[src/sv/srsw_pkg.sv]
// Shared types and constants of the selective-repeat sender window.
package srsw_pkg;

  localparam int SEQ_FIELD_W     = 4;
  localparam int PAYLOAD_FIELD_W = 64;
  localparam int CMD_W           = 2;
  localparam int CFG_W           = 5;
  localparam int CFG_IDX_W       = 1;

  localparam logic [CFG_IDX_W-1:0] REG_SEQ_MODULUS  = 1'd0;
  localparam logic [CFG_IDX_W-1:0] REG_WINDOW_LIMIT = 1'd1;

  localparam logic [CFG_W-1:0] SEQ_MODULUS_RST  = 5'd8;
  localparam logic [CFG_W-1:0] WINDOW_LIMIT_RST = 5'd4;

  typedef enum logic [CMD_W-1:0] {
    CMD_SEND    = 2'd0,
    CMD_ACK     = 2'd1,
    CMD_TIMEOUT = 2'd2,
    CMD_NONE    = 2'd3
  } command_t;

  // Controller to datapath
  typedef struct packed {
    logic capture;
    logic exec;
    logic rd_load;
    logic scan_step;
    logic out_load;
  } dp_cmd_t;

  // Datapath to controller
  typedef struct packed {
    logic need_read;
    logic need_scan;
    logic scan_done;
  } dp_status_t;

  typedef struct packed {
    logic                       accepted;
    logic                       tx_valid;
    logic [SEQ_FIELD_W-1:0]     tx_seq;
    logic [PAYLOAD_FIELD_W-1:0] tx_payload;
    logic                       timer_start;
    logic                       timer_stop;
    logic                       ack_taken;
    logic                       unknown_timeout;
    logic [SEQ_FIELD_W-1:0]     window_base;
    logic [SEQ_FIELD_W-1:0]     next_seq;
    logic                       window_full;
  } result_t;

endpackage

[src/sv/srsw_if.sv]
// Channel interfaces for command items and result items.
interface srsw_in_if;
  logic                                 valid;
  logic                                 ready;
  logic [srsw_pkg::CMD_W-1:0]           command;
  logic [srsw_pkg::SEQ_FIELD_W-1:0]     seq_number;
  logic                                 checksum_ok;
  logic [srsw_pkg::PAYLOAD_FIELD_W-1:0] payload_word;

  modport source(output valid, command, seq_number, checksum_ok, payload_word,
                 input ready);
  modport sink(input valid, command, seq_number, checksum_ok, payload_word,
               output ready);
endinterface

interface srsw_out_if;
  logic                                 valid;
  logic                                 ready;
  logic                                 accepted;
  logic                                 tx_valid;
  logic [srsw_pkg::SEQ_FIELD_W-1:0]     tx_seq;
  logic [srsw_pkg::PAYLOAD_FIELD_W-1:0] tx_payload;
  logic                                 timer_start;
  logic                                 timer_stop;
  logic                                 ack_taken;
  logic                                 unknown_timeout;
  logic [srsw_pkg::SEQ_FIELD_W-1:0]     window_base;
  logic [srsw_pkg::SEQ_FIELD_W-1:0]     next_seq;
  logic                                 window_full;

  modport source(output valid, accepted, tx_valid, tx_seq, tx_payload, timer_start,
                 timer_stop, ack_taken, unknown_timeout, window_base, next_seq,
                 window_full, input ready);
  modport sink(input valid, accepted, tx_valid, tx_seq, tx_payload, timer_start,
               timer_stop, ack_taken, unknown_timeout, window_base, next_seq,
               window_full, output ready);
endinterface

[src/sv/srsw_dp.sv]
// Datapath: configuration, window state, payload memory, base scan and result register.
module srsw_dp #(
  parameter int SEQ_SPACE    = 16,
  parameter int PAYLOAD_BITS = 64
) (
  input  logic                                 clk,
  input  logic                                 rst_n,
  input  logic                                 cfg_we,
  input  logic [srsw_pkg::CFG_IDX_W-1:0]       cfg_index,
  input  logic [srsw_pkg::CFG_W-1:0]           cfg_wdata,
  input  logic [srsw_pkg::CMD_W-1:0]           command,
  input  logic [srsw_pkg::SEQ_FIELD_W-1:0]     seq_number,
  input  logic                                 checksum_ok,
  input  logic [srsw_pkg::PAYLOAD_FIELD_W-1:0] payload_word,
  input  srsw_pkg::dp_cmd_t                    cmd,
  output srsw_pkg::dp_status_t                 status,
  output srsw_pkg::result_t                    result
);

  localparam int SEQ_W  = $clog2(SEQ_SPACE);
  localparam int CNT_W  = $clog2(SEQ_SPACE + 1);
  localparam int CMP_W  = (CNT_W > srsw_pkg::CFG_W) ? CNT_W : srsw_pkg::CFG_W;
  localparam int SF_W   = srsw_pkg::SEQ_FIELD_W;
  localparam int PO_W   = srsw_pkg::PAYLOAD_FIELD_W;

  logic [srsw_pkg::CFG_W-1:0] cfg_mod_r, cfg_lim_r;

  logic [SEQ_SPACE-1:0] bits_r, bits_nxt;
  logic [SEQ_W-1:0]     base_r, base_nxt;
  logic [SEQ_W-1:0]     next_r, next_nxt;
  logic [CNT_W-1:0]     count_r, count_nxt;
  logic [SEQ_W-1:0]     scan_p_r, scan_p_nxt;
  logic [CNT_W-1:0]     scan_i_r, scan_i_nxt;

  logic [srsw_pkg::CMD_W-1:0] cmd_r;
  logic [SF_W-1:0]            sn_r;
  logic                       ck_r;
  logic [PAYLOAD_BITS-1:0]    pw_r;

  logic [PAYLOAD_BITS-1:0] mem [SEQ_SPACE];
  logic [PAYLOAD_BITS-1:0] rd_data_r;
  logic                    mem_we;

  srsw_pkg::result_t res_r, res_nxt;
  srsw_pkg::result_t out_r, out_nxt;

  srsw_pkg::command_t op;
  logic [CMP_W-1:0]   mod_ext, lim_ext, mod_cl;
  logic [CNT_W-1:0]   eff_mod, eff_lim;
  logic [SEQ_W-1:0]   sn_idx;
  logic               sn_live, send_ok, ack_ok;
  logic [SEQ_W-1:0]   scan_p_adv;
  logic               scan_hit, scan_last;

  function automatic logic [SEQ_W-1:0] seq_adv(input logic [SEQ_W-1:0] s,
                                               input logic [CNT_W-1:0] m);
    logic [SEQ_W:0] t;
    t = {1'b0, s} + 1'b1;
    if (32'(t) >= 32'(m)) begin
      return '0;
    end
    return SEQ_W'(t);
  endfunction

  // Clamp the configured modulus and window limit
  always_comb begin
    mod_ext = CMP_W'(cfg_mod_r);
    lim_ext = CMP_W'(cfg_lim_r);
    if (mod_ext < CMP_W'(2)) begin
      mod_cl = CMP_W'(2);
    end else if (32'(mod_ext) > SEQ_SPACE) begin
      mod_cl = CMP_W'(SEQ_SPACE);
    end else begin
      mod_cl = mod_ext;
    end
    eff_mod = CNT_W'(mod_cl);
    if (lim_ext == '0) begin
      eff_lim = CNT_W'(1);
    end else if (lim_ext > mod_cl) begin
      eff_lim = eff_mod;
    end else begin
      eff_lim = CNT_W'(lim_ext);
    end
  end

  assign op      = srsw_pkg::command_t'(cmd_r);
  assign sn_idx  = SEQ_W'(sn_r);
  assign sn_live = (32'(sn_r) < SEQ_SPACE) && bits_r[sn_idx];
  assign send_ok = (count_r < eff_lim) && !bits_r[next_r];
  assign ack_ok  = ck_r && sn_live;

  assign scan_p_adv = seq_adv(scan_p_r, eff_mod);
  assign scan_hit   = (scan_p_adv == next_r) || bits_r[scan_p_adv];
  assign scan_last  = (scan_i_r == CNT_W'(eff_mod - 1'b1));

  assign status.need_read = (op == srsw_pkg::CMD_TIMEOUT) && sn_live;
  assign status.need_scan = (op == srsw_pkg::CMD_ACK) && ack_ok && (sn_idx == base_r);
  assign status.scan_done = scan_hit || scan_last;

  always_comb begin
    bits_nxt   = bits_r;
    base_nxt   = base_r;
    next_nxt   = next_r;
    count_nxt  = count_r;
    scan_p_nxt = scan_p_r;
    scan_i_nxt = scan_i_r;
    res_nxt    = res_r;
    out_nxt    = out_r;
    mem_we     = 1'b0;

    if (cmd.exec) begin
      res_nxt = '0;
      case (op)
        srsw_pkg::CMD_SEND: begin
          if (send_ok) begin
            mem_we               = 1'b1;
            bits_nxt[next_r]     = 1'b1;
            count_nxt            = count_r + 1'b1;
            next_nxt             = seq_adv(next_r, eff_mod);
            res_nxt.accepted     = 1'b1;
            res_nxt.tx_valid     = 1'b1;
            res_nxt.tx_seq       = SF_W'(next_r);
            res_nxt.tx_payload   = PO_W'(pw_r);
            res_nxt.timer_start  = 1'b1;
          end
        end
        srsw_pkg::CMD_ACK: begin
          if (ack_ok) begin
            bits_nxt[sn_idx]   = 1'b0;
            count_nxt          = count_r - 1'b1;
            res_nxt.ack_taken  = 1'b1;
            res_nxt.timer_stop = 1'b1;
            res_nxt.tx_seq     = sn_r;
            scan_p_nxt         = base_r;
            scan_i_nxt         = '0;
          end
        end
        srsw_pkg::CMD_TIMEOUT: begin
          if (sn_live) begin
            res_nxt.tx_valid    = 1'b1;
            res_nxt.tx_seq      = sn_r;
            res_nxt.timer_start = 1'b1;
          end else begin
            res_nxt.unknown_timeout = 1'b1;
          end
        end
        default: begin
        end
      endcase
    end

    if (cmd.rd_load) begin
      res_nxt.tx_payload = PO_W'(rd_data_r);
    end

    // One entry per cycle; stop on an outstanding entry, on the next number or at the last entry
    if (cmd.scan_step) begin
      if (scan_hit) begin
        base_nxt = scan_p_adv;
      end else if (scan_last) begin
        base_nxt = next_r;
      end else begin
        scan_p_nxt = scan_p_adv;
        scan_i_nxt = scan_i_r + 1'b1;
      end
    end

    if (cmd.out_load) begin
      out_nxt             = res_r;
      out_nxt.window_base = SF_W'(base_r);
      out_nxt.next_seq    = SF_W'(next_r);
      out_nxt.window_full = (count_r >= eff_lim);
    end
  end

  always_ff @(posedge clk) begin
    if (!rst_n) begin
      cfg_mod_r <= srsw_pkg::SEQ_MODULUS_RST;
      cfg_lim_r <= srsw_pkg::WINDOW_LIMIT_RST;
      bits_r    <= '0;
      base_r    <= '0;
      next_r    <= '0;
      count_r   <= '0;
    end else begin
      if (cfg_we) begin
        case (cfg_index)
          srsw_pkg::REG_SEQ_MODULUS:  cfg_mod_r <= cfg_wdata;
          srsw_pkg::REG_WINDOW_LIMIT: cfg_lim_r <= cfg_wdata;
          default: begin
          end
        endcase
      end
      bits_r  <= bits_nxt;
      base_r  <= base_nxt;
      next_r  <= next_nxt;
      count_r <= count_nxt;
    end
  end

  always_ff @(posedge clk) begin
    if (cmd.capture) begin
      cmd_r <= command;
      sn_r  <= seq_number;
      ck_r  <= checksum_ok;
      pw_r  <= payload_word[PAYLOAD_BITS-1:0];
    end
    scan_p_r <= scan_p_nxt;
    scan_i_r <= scan_i_nxt;
    res_r    <= res_nxt;
    out_r    <= out_nxt;
  end

  always_ff @(posedge clk) begin
    if (mem_we) begin
      mem[next_r] <= pw_r;
    end
    rd_data_r <= mem[sn_idx];
  end

  assign result = out_r;

  a_count_tracks_bits: assert property (@(posedge clk) disable iff (!rst_n)
    $countones(bits_r) == 32'(count_r))
    else $error("outstanding count disagrees with outstanding entries");

  a_send_marks_entry: assert property (@(posedge clk) disable iff (!rst_n)
    (cmd.exec && op == srsw_pkg::CMD_SEND && send_ok)
      |=> bits_r[$past(next_r)] && (count_r == $past(count_r) + 1'b1))
    else $error("accepted send did not mark its entry");

  a_scan_lands: assert property (@(posedge clk) disable iff (!rst_n)
    (cmd.scan_step && scan_hit) |=> (base_r == next_r) || bits_r[base_r])
    else $error("base moved to an entry that is neither outstanding nor next");

endmodule

[src/sv/srsw_ctrl.sv]
// Controller: sequences capture, execution, payload read, base scan and result hand-off.
module srsw_ctrl (
  input  logic                 clk,
  input  logic                 rst_n,
  input  logic                 in_valid,
  output logic                 in_ready,
  output logic                 out_valid,
  input  logic                 out_ready,
  input  srsw_pkg::dp_status_t status,
  output srsw_pkg::dp_cmd_t    cmd
);

  typedef enum logic [4:0] {
    S_IDLE = 5'b00001,
    S_EXEC = 5'b00010,
    S_READ = 5'b00100,
    S_SCAN = 5'b01000,
    S_DONE = 5'b10000
  } state_t;

  state_t state_r, state_nxt;
  logic   out_valid_r, out_valid_nxt;
  logic   out_free;

  assign out_free = !out_valid_r || out_ready;

  always_comb begin
    state_nxt = state_r;
    cmd       = '0;
    in_ready  = 1'b0;
    case (state_r)
      S_IDLE: begin
        in_ready = 1'b1;
        if (in_valid) begin
          cmd.capture = 1'b1;
          state_nxt   = S_EXEC;
        end
      end
      S_EXEC: begin
        cmd.exec = 1'b1;
        if (status.need_read) begin
          state_nxt = S_READ;
        end else if (status.need_scan) begin
          state_nxt = S_SCAN;
        end else begin
          state_nxt = S_DONE;
        end
      end
      S_READ: begin
        cmd.rd_load = 1'b1;
        state_nxt   = S_DONE;
      end
      S_SCAN: begin
        cmd.scan_step = 1'b1;
        if (status.scan_done) begin
          state_nxt = S_DONE;
        end
      end
      S_DONE: begin
        if (out_free) begin
          cmd.out_load = 1'b1;
          state_nxt    = S_IDLE;
        end
      end
      default: begin
        state_nxt = S_IDLE;
      end
    endcase
  end

  always_comb begin
    out_valid_nxt = out_valid_r && !out_ready;
    if (cmd.out_load) begin
      out_valid_nxt = 1'b1;
    end
  end

  always_ff @(posedge clk) begin
    if (!rst_n) begin
      state_r     <= S_IDLE;
      out_valid_r <= 1'b0;
    end else begin
      state_r     <= state_nxt;
      out_valid_r <= out_valid_nxt;
    end
  end

  assign out_valid = out_valid_r;

  a_done_waits: assert property (@(posedge clk) disable iff (!rst_n)
    (state_r == S_DONE && out_valid_r && !out_ready) |=> state_r == S_DONE)
    else $error("result handed off while the output register was occupied");

  a_load_sets_valid: assert property (@(posedge clk) disable iff (!rst_n)
    cmd.out_load |=> out_valid_r && state_r == S_IDLE)
    else $error("result load did not raise out valid");

  a_state_onehot: assert property (@(posedge clk) disable iff (!rst_n)
    $onehot(state_r))
    else $error("controller state is not one-hot");

endmodule

[src/sv/selective_repeat_sender_window_unit.sv]
// Top level of the selective-repeat ARQ sender window.
//
//  channel  | direction | handshake          | content
//  ---------+-----------+--------------------+------------------------------------------
//  in_ch    | in        | valid/ready        | command, seq_number, checksum_ok, payload
//  out_ch   | out       | valid/ready        | tx and timer actions, base, next, full
//  cfg_*    | in        | cfg_we, no wait    | 0 seq_modulus, 1 window_limit
//
// An item is captured, executed and loaded into the output register (send, plain
// ack, unknown timeout); a good timeout adds a registered payload memory read, and
// an ack of the base adds the base scan, which checks one entry a cycle.
// One item is in work at a time; the next item is accepted as soon as the
// result sits in the output register, even while that result is stalled.
// Reset (rst_n low, synchronous) clears the window, base, next number and
// count and restores seq_modulus 8 and window_limit 4; payload memory is not cleared.
module selective_repeat_sender_window_unit #(
  parameter int SEQ_SPACE    = 16,
  parameter int PAYLOAD_BITS = 64
) (
  input  logic                           clk,
  input  logic                           rst_n,
  srsw_in_if.sink                        in_ch,
  srsw_out_if.source                     out_ch,
  input  logic                           cfg_we,
  input  logic [srsw_pkg::CFG_IDX_W-1:0] cfg_index,
  input  logic [srsw_pkg::CFG_W-1:0]     cfg_wdata
);

  srsw_pkg::dp_cmd_t    dp_cmd;
  srsw_pkg::dp_status_t dp_status;
  srsw_pkg::result_t    result;

  // Sequencing: one item at a time, output register decoupled
  srsw_ctrl u_ctrl (
    .clk       (clk),
    .rst_n     (rst_n),
    .in_valid  (in_ch.valid),
    .in_ready  (in_ch.ready),
    .out_valid (out_ch.valid),
    .out_ready (out_ch.ready),
    .status    (dp_status),
    .cmd       (dp_cmd)
  );

  // Window state, payload memory and result register
  srsw_dp #(
    .SEQ_SPACE    (SEQ_SPACE),
    .PAYLOAD_BITS (PAYLOAD_BITS)
  ) u_dp (
    .clk          (clk),
    .rst_n        (rst_n),
    .cfg_we       (cfg_we),
    .cfg_index    (cfg_index),
    .cfg_wdata    (cfg_wdata),
    .command      (in_ch.command),
    .seq_number   (in_ch.seq_number),
    .checksum_ok  (in_ch.checksum_ok),
    .payload_word (in_ch.payload_word),
    .cmd          (dp_cmd),
    .status       (dp_status),
    .result       (result)
  );

  // Drive the result channel from the output register
  assign out_ch.accepted        = result.accepted;
  assign out_ch.tx_valid        = result.tx_valid;
  assign out_ch.tx_seq          = result.tx_seq;
  assign out_ch.tx_payload      = result.tx_payload;
  assign out_ch.timer_start     = result.timer_start;
  assign out_ch.timer_stop      = result.timer_stop;
  assign out_ch.ack_taken       = result.ack_taken;
  assign out_ch.unknown_timeout = result.unknown_timeout;
  assign out_ch.window_base     = result.window_base;
  assign out_ch.next_seq        = result.next_seq;
  assign out_ch.window_full     = result.window_full;

endmodule
[src/flat_wrapper.sv]
// flat-port wrapper written by rule: the top's interface ports become plain ports
module selective_repeat_sender_window_unit_flat 
#(
  parameter int SEQ_SPACE    = 16,
  parameter int PAYLOAD_BITS = 64
)
  (clk, rst_n, cfg_we, cfg_index, cfg_wdata, in_ch_valid, in_ch_command, in_ch_seq_number, in_ch_checksum_ok, in_ch_payload_word, in_ch_ready, out_ch_valid, out_ch_accepted, out_ch_tx_valid, out_ch_tx_seq, out_ch_tx_payload, out_ch_timer_start, out_ch_timer_stop, out_ch_ack_taken, out_ch_unknown_timeout, out_ch_window_base, out_ch_next_seq, out_ch_window_full, out_ch_ready);
  srsw_in_if in_ch_i ();
  srsw_out_if out_ch_i ();
  input  logic clk;
  input  logic rst_n;
  input  logic cfg_we;
  input  logic [srsw_pkg::CFG_IDX_W-1:0] cfg_index;
  input  logic [srsw_pkg::CFG_W-1:0] cfg_wdata;
  input wire logic [$bits(in_ch_i.valid)-1:0] in_ch_valid;
  input wire logic [$bits(in_ch_i.command)-1:0] in_ch_command;
  input wire logic [$bits(in_ch_i.seq_number)-1:0] in_ch_seq_number;
  input wire logic [$bits(in_ch_i.checksum_ok)-1:0] in_ch_checksum_ok;
  input wire logic [$bits(in_ch_i.payload_word)-1:0] in_ch_payload_word;
  output wire logic [$bits(in_ch_i.ready)-1:0] in_ch_ready;
  output wire logic [$bits(out_ch_i.valid)-1:0] out_ch_valid;
  output wire logic [$bits(out_ch_i.accepted)-1:0] out_ch_accepted;
  output wire logic [$bits(out_ch_i.tx_valid)-1:0] out_ch_tx_valid;
  output wire logic [$bits(out_ch_i.tx_seq)-1:0] out_ch_tx_seq;
  output wire logic [$bits(out_ch_i.tx_payload)-1:0] out_ch_tx_payload;
  output wire logic [$bits(out_ch_i.timer_start)-1:0] out_ch_timer_start;
  output wire logic [$bits(out_ch_i.timer_stop)-1:0] out_ch_timer_stop;
  output wire logic [$bits(out_ch_i.ack_taken)-1:0] out_ch_ack_taken;
  output wire logic [$bits(out_ch_i.unknown_timeout)-1:0] out_ch_unknown_timeout;
  output wire logic [$bits(out_ch_i.window_base)-1:0] out_ch_window_base;
  output wire logic [$bits(out_ch_i.next_seq)-1:0] out_ch_next_seq;
  output wire logic [$bits(out_ch_i.window_full)-1:0] out_ch_window_full;
  input wire logic [$bits(out_ch_i.ready)-1:0] out_ch_ready;
  assign in_ch_i.valid = in_ch_valid;
  assign in_ch_i.command = in_ch_command;
  assign in_ch_i.seq_number = in_ch_seq_number;
  assign in_ch_i.checksum_ok = in_ch_checksum_ok;
  assign in_ch_i.payload_word = in_ch_payload_word;
  assign in_ch_ready = in_ch_i.ready;
  assign out_ch_valid = out_ch_i.valid;
  assign out_ch_accepted = out_ch_i.accepted;
  assign out_ch_tx_valid = out_ch_i.tx_valid;
  assign out_ch_tx_seq = out_ch_i.tx_seq;
  assign out_ch_tx_payload = out_ch_i.tx_payload;
  assign out_ch_timer_start = out_ch_i.timer_start;
  assign out_ch_timer_stop = out_ch_i.timer_stop;
  assign out_ch_ack_taken = out_ch_i.ack_taken;
  assign out_ch_unknown_timeout = out_ch_i.unknown_timeout;
  assign out_ch_window_base = out_ch_i.window_base;
  assign out_ch_next_seq = out_ch_i.next_seq;
  assign out_ch_window_full = out_ch_i.window_full;
  assign out_ch_i.ready = out_ch_ready;
  selective_repeat_sender_window_unit #(.SEQ_SPACE(SEQ_SPACE), .PAYLOAD_BITS(PAYLOAD_BITS)) u_core (.clk(clk), .rst_n(rst_n), .in_ch(in_ch_i), .out_ch(out_ch_i), .cfg_we(cfg_we), .cfg_index(cfg_index), .cfg_wdata(cfg_wdata));
endmodule
[config.mk]
export PLATFORM = sky130hd
export DESIGN_NAME = selective_repeat_sender_window_unit_flat
export DESIGN_NICKNAME = d
export VERILOG_FILES = /design/src/sv/srsw_pkg.sv /design/src/sv/srsw_if.sv /design/src/sv/srsw_dp.sv /design/src/sv/srsw_ctrl.sv /design/src/sv/selective_repeat_sender_window_unit.sv /design/src/flat_wrapper.sv
export SDC_FILE = /design/constraint.sdc
export NUM_CORES = 1
export LEC_CHECK = 0
export ABC_AREA = 1
export BUFFER_PORTS_ARGS = -buffer_cell sky130_fd_sc_hd__buf_2
export CAP_MARGIN = 20
export CORE_ASPECT_RATIO = 2
export CORE_MARGIN = 8
export CORE_UTILIZATION = 55
export CTS_CLUSTER_DIAMETER = 50
export DETAILED_ROUTE_END_ITERATION = 10
export PLACE_DENSITY = 0.76
export SYNTH_ARGS = -nofsm -noshare
export SYNTH_HDL_FRONTEND = slang
export SYNTH_SLANG_ARGS = --single-unit
[constraint.sdc]
create_clock -name clk -period 8.1 [get_ports clk]
set_clock_uncertainty 0.15 [all_clocks]
set_input_delay 2.025 -clock clk [delete_from_list [all_inputs] [get_ports clk]]
set_output_delay 2.025 -clock clk [all_outputs]
set_load 0.01 [all_outputs]
==> results.cfg, run 1 <==
[sta]
setup_viol = 0
fin_hold_ws_ns = 0.267
worst_pin_slew_ns = 1.19
finalSetupTns_ns = 0
fmax_mhz = 177
rsz0062_at_grt = no
hold_viol = 0
drv_slew = 0
slew_headroom_pct = 20.9
fin_crit_ns = 5.67
post-route-period-util_pct = 69.9

[floorplan]
initial_utilization_pct = 55.4
rows = 157
coreArea_mm2 = 0.0915
dieArea_mm2 = 0.103
chipWidth_um = 231
io_pins = 167
fp.dieH_um = 445

[yosys]
ys_seq_area_share_pct = 78.6
synth_top_area_share_pct = 73.9
syn-cell-area_mm2 = 0.0507
synthFlopType = edfxtp_1
synthTopCellsByCount = edfxtp_1, a22oi_1, nand2_1, clkbuf_1, a21boi_0
synth.top_cells.by_area = edfxtp_1, a22oi_1, dfxtp_1, nand2_1, a21boi_0
synth_cell_types = 46
synthArstFlopShare_pct = 0
ys.warnings.count = 0
synth_nets = 3283
synth_edf_count = 1248
synth_cells = 3170
synth_area_leader_cell = edfxtp_1
ys_ff_latch = 1366
synth.most_common_cell = edfxtp_1
avgSynthCellArea_um2 = 16.0

[cts]
clock_latency_ns = 0.73
clock_tree.htree_level_count = 3
postCtsResizedCells = 0
path_clk_slew_ns = 0.07
holdBufCountCts = 0
numCtsBuffers = 109
cts_sinks = 1366
clock_path_buffers = 3
cts_tree = built
cts_setup_buffers = 0
cts_root_buf = clkbuf_16

[drt]
vias = 29300
drtIter0Drc = 3448
route.detailed.drc = 0
final_antenna_net_count = 0
wl_per_cell_um = 28.3
viasPerCell = 6.38
first_pass_iters = 6
wl_mm = 130

[worst_setup_path]
start_kind = register
r2r_slack_ns = 2.43
worstPathMaxFanout = 33
end_kind = register
critical_path_class = reg -> reg
r2r_start = u_core.u_dp.cfg_mod_r[4]$_SDFFE_PN0P_
worstRegToRegCells = 22
crit_required_ns = 8.29
arrival_ns = 5.85
critPathLaunch = u_core.u_dp.cfg_mod_r[4]$_SDFFE_PN0P_
endpoint = u_core.u_dp.mem[12][34]$_DFFE_PP_
r2r-end = u_core.u_dp.mem[12][34]$_DFFE_PP_

[worst_hold_path]
hold_class = reg -> reg
hold_depth = 0

[grt]
grt_max_degree = 163
grt_util_met1_pct = 28.9
antenna_found_initial = 2
busiest_layer = met2
grt_overflow = 0
grt_use_met2_pct = 43.3
grt_pass1_vias = 29300
grt_pass1_wl_mm = 189
gr-usage-met3_pct = 4.03
grt_usage_pct = 24.8

[run]
max-cap-violations = 0

[placement]
gp_routability_congestion = 0.894
hpwlAfterDp_mm = 75.4
io_buffers = 166

[final_layout]
layout-drive-gt1-share_pct = 13.3
syn2layout_area_growth_pct = 11.5
fin_nets = 3415

[power_and_ir_drop]
ir_drop_v = 0.000380
p_per_area_mw_per_mm2 = 349
p_leak_nw = 18.8

[outcome]
status = finished, final reports clean
-- power breakdown --
part	total [W]	internal [W]	switching, W
logic	0.00416	0.00125	0.00292
clock network	0.00546	0.00295	0.00250
registers	0.0101	0.00903	0.00110
-- worst min-delay path by stage --
stage                                                    from                               end  slack, ns
after floorplan           u_core.u_dp.res_r[11]$_SDFFCE_PN0P_  u_core.u_dp.result[11]$_DFFE_PP_       0.25
after global placement        u_core.u_dp.res_r[38]$_DFFE_PP_  u_core.u_dp.result[38]$_DFFE_PP_       0.25
after detailed placement      u_core.u_dp.res_r[30]$_DFFE_PP_  u_core.u_dp.result[30]$_DFFE_PP_       0.25
after CTS                     u_core.u_dp.res_r[60]$_DFFE_PP_  u_core.u_dp.result[60]$_DFFE_PP_       0.27
after global routing          u_core.u_dp.res_r[60]$_DFFE_PP_  u_core.u_dp.result[60]$_DFFE_PP_       0.27
final                         u_core.u_dp.res_r[60]$_DFFE_PP_  u_core.u_dp.result[60]$_DFFE_PP_       0.27
-- kinds of logic (layout without fill, tap and decap cells) --
| kind of cell | count (synthesis) | count (layout) | share of synthesized area (%) |
|---|---|---|---|
| AND/OR/NAND/NOR | 570 | 570 | 5.11 |
| buffers and inverters | 275 | 500 | 2.20 |
| XOR/XNOR | 15 | 15 | 0.259 |
| AO/OA/AOI/OAI | 912 | 912 | 13.1 |
| flip-flops | 1366 | 1366 | 78.6 |
| other | 0 | 2 | 0 |
| multiplexers | 1 | 1 | 0.0222 |
| adder cells (fa/ha/maj) | 31 | 31 | 0.780 |
-- layout make-up --
type | instances | area, um^2
well taps | 1192 | 1490
multi-input cells | 1529 | 9950
inverters | 90 | 354
diodes | 2 | 5.00
flip-flops and latches | 1366 | 39800
repair buffers | 206 | 1260
fillers | 6473 | 35000
clock buffers | 131 | 2880
clock inverters | 73 | 772
-- sequential cells by signal, indices dropped and copies added, names as in the netlist, 5 cells and up --
name / flops
u_core.u_dp.pw_r: 64
u_core.u_dp.mem: 1024
u_core.u_dp.result: 81
u_core.u_dp.bits_r: 16
u_core.u_dp.cfg_mod_r: 5
u_core.u_dp.scan_i_r: 5
u_core.u_dp.count_r: 5
u_core.u_dp.cfg_lim_r: 5
u_core.u_dp.rd_data_r: 64
u_core.u_ctrl.state_r: 5
u_core.u_dp.res_r: 72
-- placed cells by master, fill, tap and decap left out, types with 21 or more instances in the layout --
| cell | netlist | layout |
|---|---|---|
| nand2_1 | 323 | 321 |
| inv_1 | 78 | 77 |
| ha_1 | 30 | 30 |
| a2111o_1 | 64 | 64 |
| nor2_4 | 1 | 21 |
| clkbuf_16 | 0 | 110 |
| nand3_1 | 99 | 99 |
| a21oi_1 | 113 | 112 |
| nor2_1 | 74 | 56 |
| o21ai_1 | 23 | 23 |
| clkinv_2 | 0 | 22 |
| a21boi_0 | 130 | 130 |
| edfxtp_1 | 1248 | 1248 |
| buf_4 | 6 | 31 |
| buf_2 | 17 | 166 |
| dfxtp_1 | 118 | 118 |
| a22oi_1 | 512 | 512 |
| o21ai_0 | 44 | 44 |
-- per-layer routing --
metal | up-vias | wire [um]
li1 | 12700 | -
met1 | 14600 | 45200
met2 | 1607 | 66800
met3 | 349 | 10400
met4 | 0 | 7560
met5 | - | 0
-- stage by stage --
stage	total power [W]	cells	area (um^2)	setup slack (ns)	util, %
after global placement	0.0143	4378	52800	2.37	57.7
after detailed placement	0.0144	4380	52800	2.40	57.7
final	0.0198	4589	56600	2.43	61.8
after floorplan	0.0123	3170	50700	0.214	-
after global routing	0.0204	4588	56500	2.11	61.8
after CTS	0.0198	4584	56500	2.38	61.7
-- worst max-delay path, cell delays in order (launching register included) --
cell and delay (ns):
dfxtp_1 0.32, inv_2 0.16, nand2_1 0.23, ha_1 0.35, nand2_1 0.06, inv_1 0.07
nand3_1 0.06, o221ai_1 0.14, nand2_1 0.17, inv_1 0.15, nand2_1 0.06, o211ai_1 0.09
ha_1 0.26, nand2_1 0.08, nor2_1 0.06, nand2_1 0.05, o211ai_1 0.11, nor2_1 0.33
nand3_2 0.22, nor2_4 0.15, inv_2 0.34, nor2_4 0.92, buf_4 0.66
No activity file was read; power rests on OpenSTA's default activity.
==> run 2, diff against run 1 <==
ABC_AREA = 0   (was 1)
clock period = 4.85 ns   (was 8.1 ns; I/O delays follow)
==> run 2 against run 1 <==
Final cell count decreased by 17%. Fmax rose by 21%. Global-route usage fell by 1.7 points. Area after synthesis rose by 0.26%. Routed wire length shrank 8.8%. Critical endpoint is now u_core.u_dp.mem[1][34]$_DFFE_PP_. Register-to-register slack worse by 2.3 ns. Clock-buffer cell count rose by 8. Worst setup slack worse by 2.3 ns. Sequential share of layout area shrank 1.5 points.
==> results.cfg, run 2 <==
[yosys]
synthArstFlopShare_pct = 0
synth_cells = 2248
synthFlopType = edfxtp_1
synth_cell_types = 62
synthTopCellsByCount = edfxtp_1, mux4_2, dfxtp_1, clkbuf_1, a22o_1
synth_top_area_share_pct = 73.7
synth_nets = 2361
ys_seq_area_share_pct = 78.3
ys_ff_latch = 1366
synth_area_leader_cell = edfxtp_1
avgSynthCellArea_um2 = 22.6
synth.top_cells.by_area = edfxtp_1, mux4_2, dfxtp_1, a22o_1, ha_1
synth.most_common_cell = edfxtp_1
syn-cell-area_mm2 = 0.0509
synth_edf_count = 1248
ys.warnings.count = 0

[sta]
setup_viol = 0
slew_headroom_pct = 31.1
fmax_mhz = 214
worst_pin_slew_ns = 1.03
post-route-period-util_pct = 96.3
fin_crit_ns = 4.67
rsz0062_at_grt = no
drv_slew = 0
hold_viol = 0

[power_and_ir_drop]
p_comb_share_pct = 9.4
clockPowerShare_pct = 35.5
p_leak_nw = 18.8
p_switching_w = 0.00622
power_frac_seq_pct = 55.1
p_int_w = 0.0200
p_per_area_mw_per_mm2 = 454
switching_share_pct = 23.7
ir_drop_v = 0.000440

[placement]
hpwlAfterDp_mm = 67.6
io_buffers = 166
dpl_cell_area_mm2 = 0.0540
gp_routability_congestion = 0.822

[drt]
drtIter0Drc = 2892
wl_mm = 119
first_pass_iters = 6
final_antenna_net_count = 0
route.detailed.drc = 0
vias = 24200
wl_per_cell_um = 31.3
viasPerCell = 6.38

[cts]
clock_tree.htree_level_count = 3
clock_path_buffers = 3
numCtsBuffers = 112
cts_setup_buffers = 0
postCtsResizedCells = 0
clock_latency_ns = 0.72
cts_sinks = 1366
holdBufCountCts = 0
path_clk_slew_ns = 0.07
cts_root_buf = clkbuf_16
cts_tree = built

[worst_setup_path]
arrival_ns = 4.88
r2r_start = u_core.u_dp.cfg_mod_r[3]$_SDFFE_PN1P_
critPathLaunch = u_core.u_dp.cfg_mod_r[3]$_SDFFE_PN1P_
start_kind = register
r2r_slack_ns = 0.18
critical_path_class = reg -> reg
end_kind = register
crit_required_ns = 5.06
worstRegToRegCells = 17
endpoint = u_core.u_dp.mem[1][34]$_DFFE_PP_
worstPathMaxFanout = 50
r2r-end = u_core.u_dp.mem[1][34]$_DFFE_PP_

[final_layout]
nFillCells = 5962
top_register = u_core.u_dp.mem
layout_common_cells = edfxtp_1, mux4_2, buf_2
layout_commonest_cell = edfxtp_1
final_util_pct = 62.8
syn2layout_area_growth_pct = 13.7
multiInputGateArea_mm2 = 0.0107
largest_reg_flops = 1024
post-route-cell-area_mm2 = 0.0578
fin_nets = 2606
ff_latch_area_mm2 = 0.0398
layout-drive-gt1-share_pct = 30.3

[floorplan]
dieArea_mm2 = 0.103
fp.dieH_um = 446
coreArea_mm2 = 0.0921
chipWidth_um = 231
rows = 158
initial_utilization_pct = 55.2
io_pins = 167

[worst_hold_path]
hold_class = reg -> reg

[run]
max-cap-violations = 0

[grt]
antenna_found_initial = 3
grt_pass1_vias = 25200
grt_pass1_wl_mm = 174
grt_usage_pct = 23.0
grt_max_degree = 113
grt_overflow = 0

[outcome]
status = finished, final reports clean
[run 2: critical path: stages, from the launching register on]
cell       delay, ns
dfxtp_2         0.35
o311a_4         0.40
ha_4            0.16
nor2b_1         0.10
o21a_1          0.11
o21a_1          0.10
o21ai_1         0.06
a22oi_2         0.35
mux2i_1         0.22
o21ai_1         0.08
ha_1            0.32
a21o_1          0.16
a21o_1          0.18
nor4b_4         0.34
and2_4          0.31
nand2_2         0.21
nor3_4          0.28
clkbuf_16       0.34
[run 2: logic make-up after synthesis]
kind of cell | count (synthesis) | synth area share [%]
buf+inv | 138 | 1.06
fa+ha+maj | 31 | 0.778
compound gates | 184 | 2.70
simple gates | 152 | 1.57
xor+xnor | 21 | 0.362
flops | 1366 | 78.3
mux | 356 | 15.2
[run 2: routing by layer]
metal	share of wire (%)	vias to the layer above	GRT usage, %
met3	8.4	152	4.11
met4	2.2	0	5.84
li1	-	9942	-
met2	52	1347	39.7
met1	37	12800	30.3
met5	0	-	0
[run 2: how the worst min path moves through the flow]
| stage | end | startpoint | depth (start not counted) |
|---|---|---|---|
| global route | u_core.u_dp.result[59]$_DFFE_PP_ | u_core.u_dp.res_r[59]$_DFFE_PP_ | 0 |
| CTS | u_core.u_dp.result[79]$_DFFE_PP_ | u_core.u_dp.res_r[79]$_DFFE_PP_ | 0 |
| finish | u_core.u_dp.result[79]$_DFFE_PP_ | u_core.u_dp.res_r[79]$_DFFE_PP_ | 0 |
| detailed placement | u_core.u_dp.result[40]$_DFFE_PP_ | u_core.u_dp.res_r[40]$_DFFE_PP_ | 0 |
| floorplan | u_core.u_dp.result[11]$_DFFE_PP_ | u_core.u_dp.res_r[11]$_SDFFCE_PN0P_ | 0 |
| global placement | u_core.u_dp.result[18]$_DFFE_PP_ | u_core.u_dp.res_r[18]$_DFFE_PP_ | 0 |
[run 2: per-stage QoR]
step	power (W)	hold slack, ns	worst slack [ns]	std cells	TNS, ns
2_1_floorplan	0.0160	0.250	-0.701	2248	-189.79
3_3_place_gp	0.0170	0.251	0.212	3578	0
3_5_place_dp	0.0171	0.255	0.219	3578	0
4_1_cts	0.0263	0.267	0.185	3790	0
5_1_grt	0.0269	0.274	0.00115	3791	0
6_report	0.0262	0.267	0.181	3794	0
[run 2: layout make-up]
type                    count  share of cell area [%]
inverters                  28                   0.182
diodes                      3                  0.0130
multi-input cells         744                    18.5
repair buffers            241                    3.32
clock inverters            73                    1.37
well taps                1200                    2.60
flip-flops and latches   1366                    68.9
clock buffers             139                    5.13
[run 2: power by group through the flow]
stage	Combinational, W	Clock (W)	Sequential, W
2_1_floorplan	0.00172	0	0.0143
3_3_place_gp	0.00242	0	0.0146
3_5_place_dp	0.00243	0	0.0147
4_1_cts	0.00248	0.00942	0.0144
5_1_grt	0.00262	0.00982	0.0145
6_report	0.00247	0.00931	0.0144
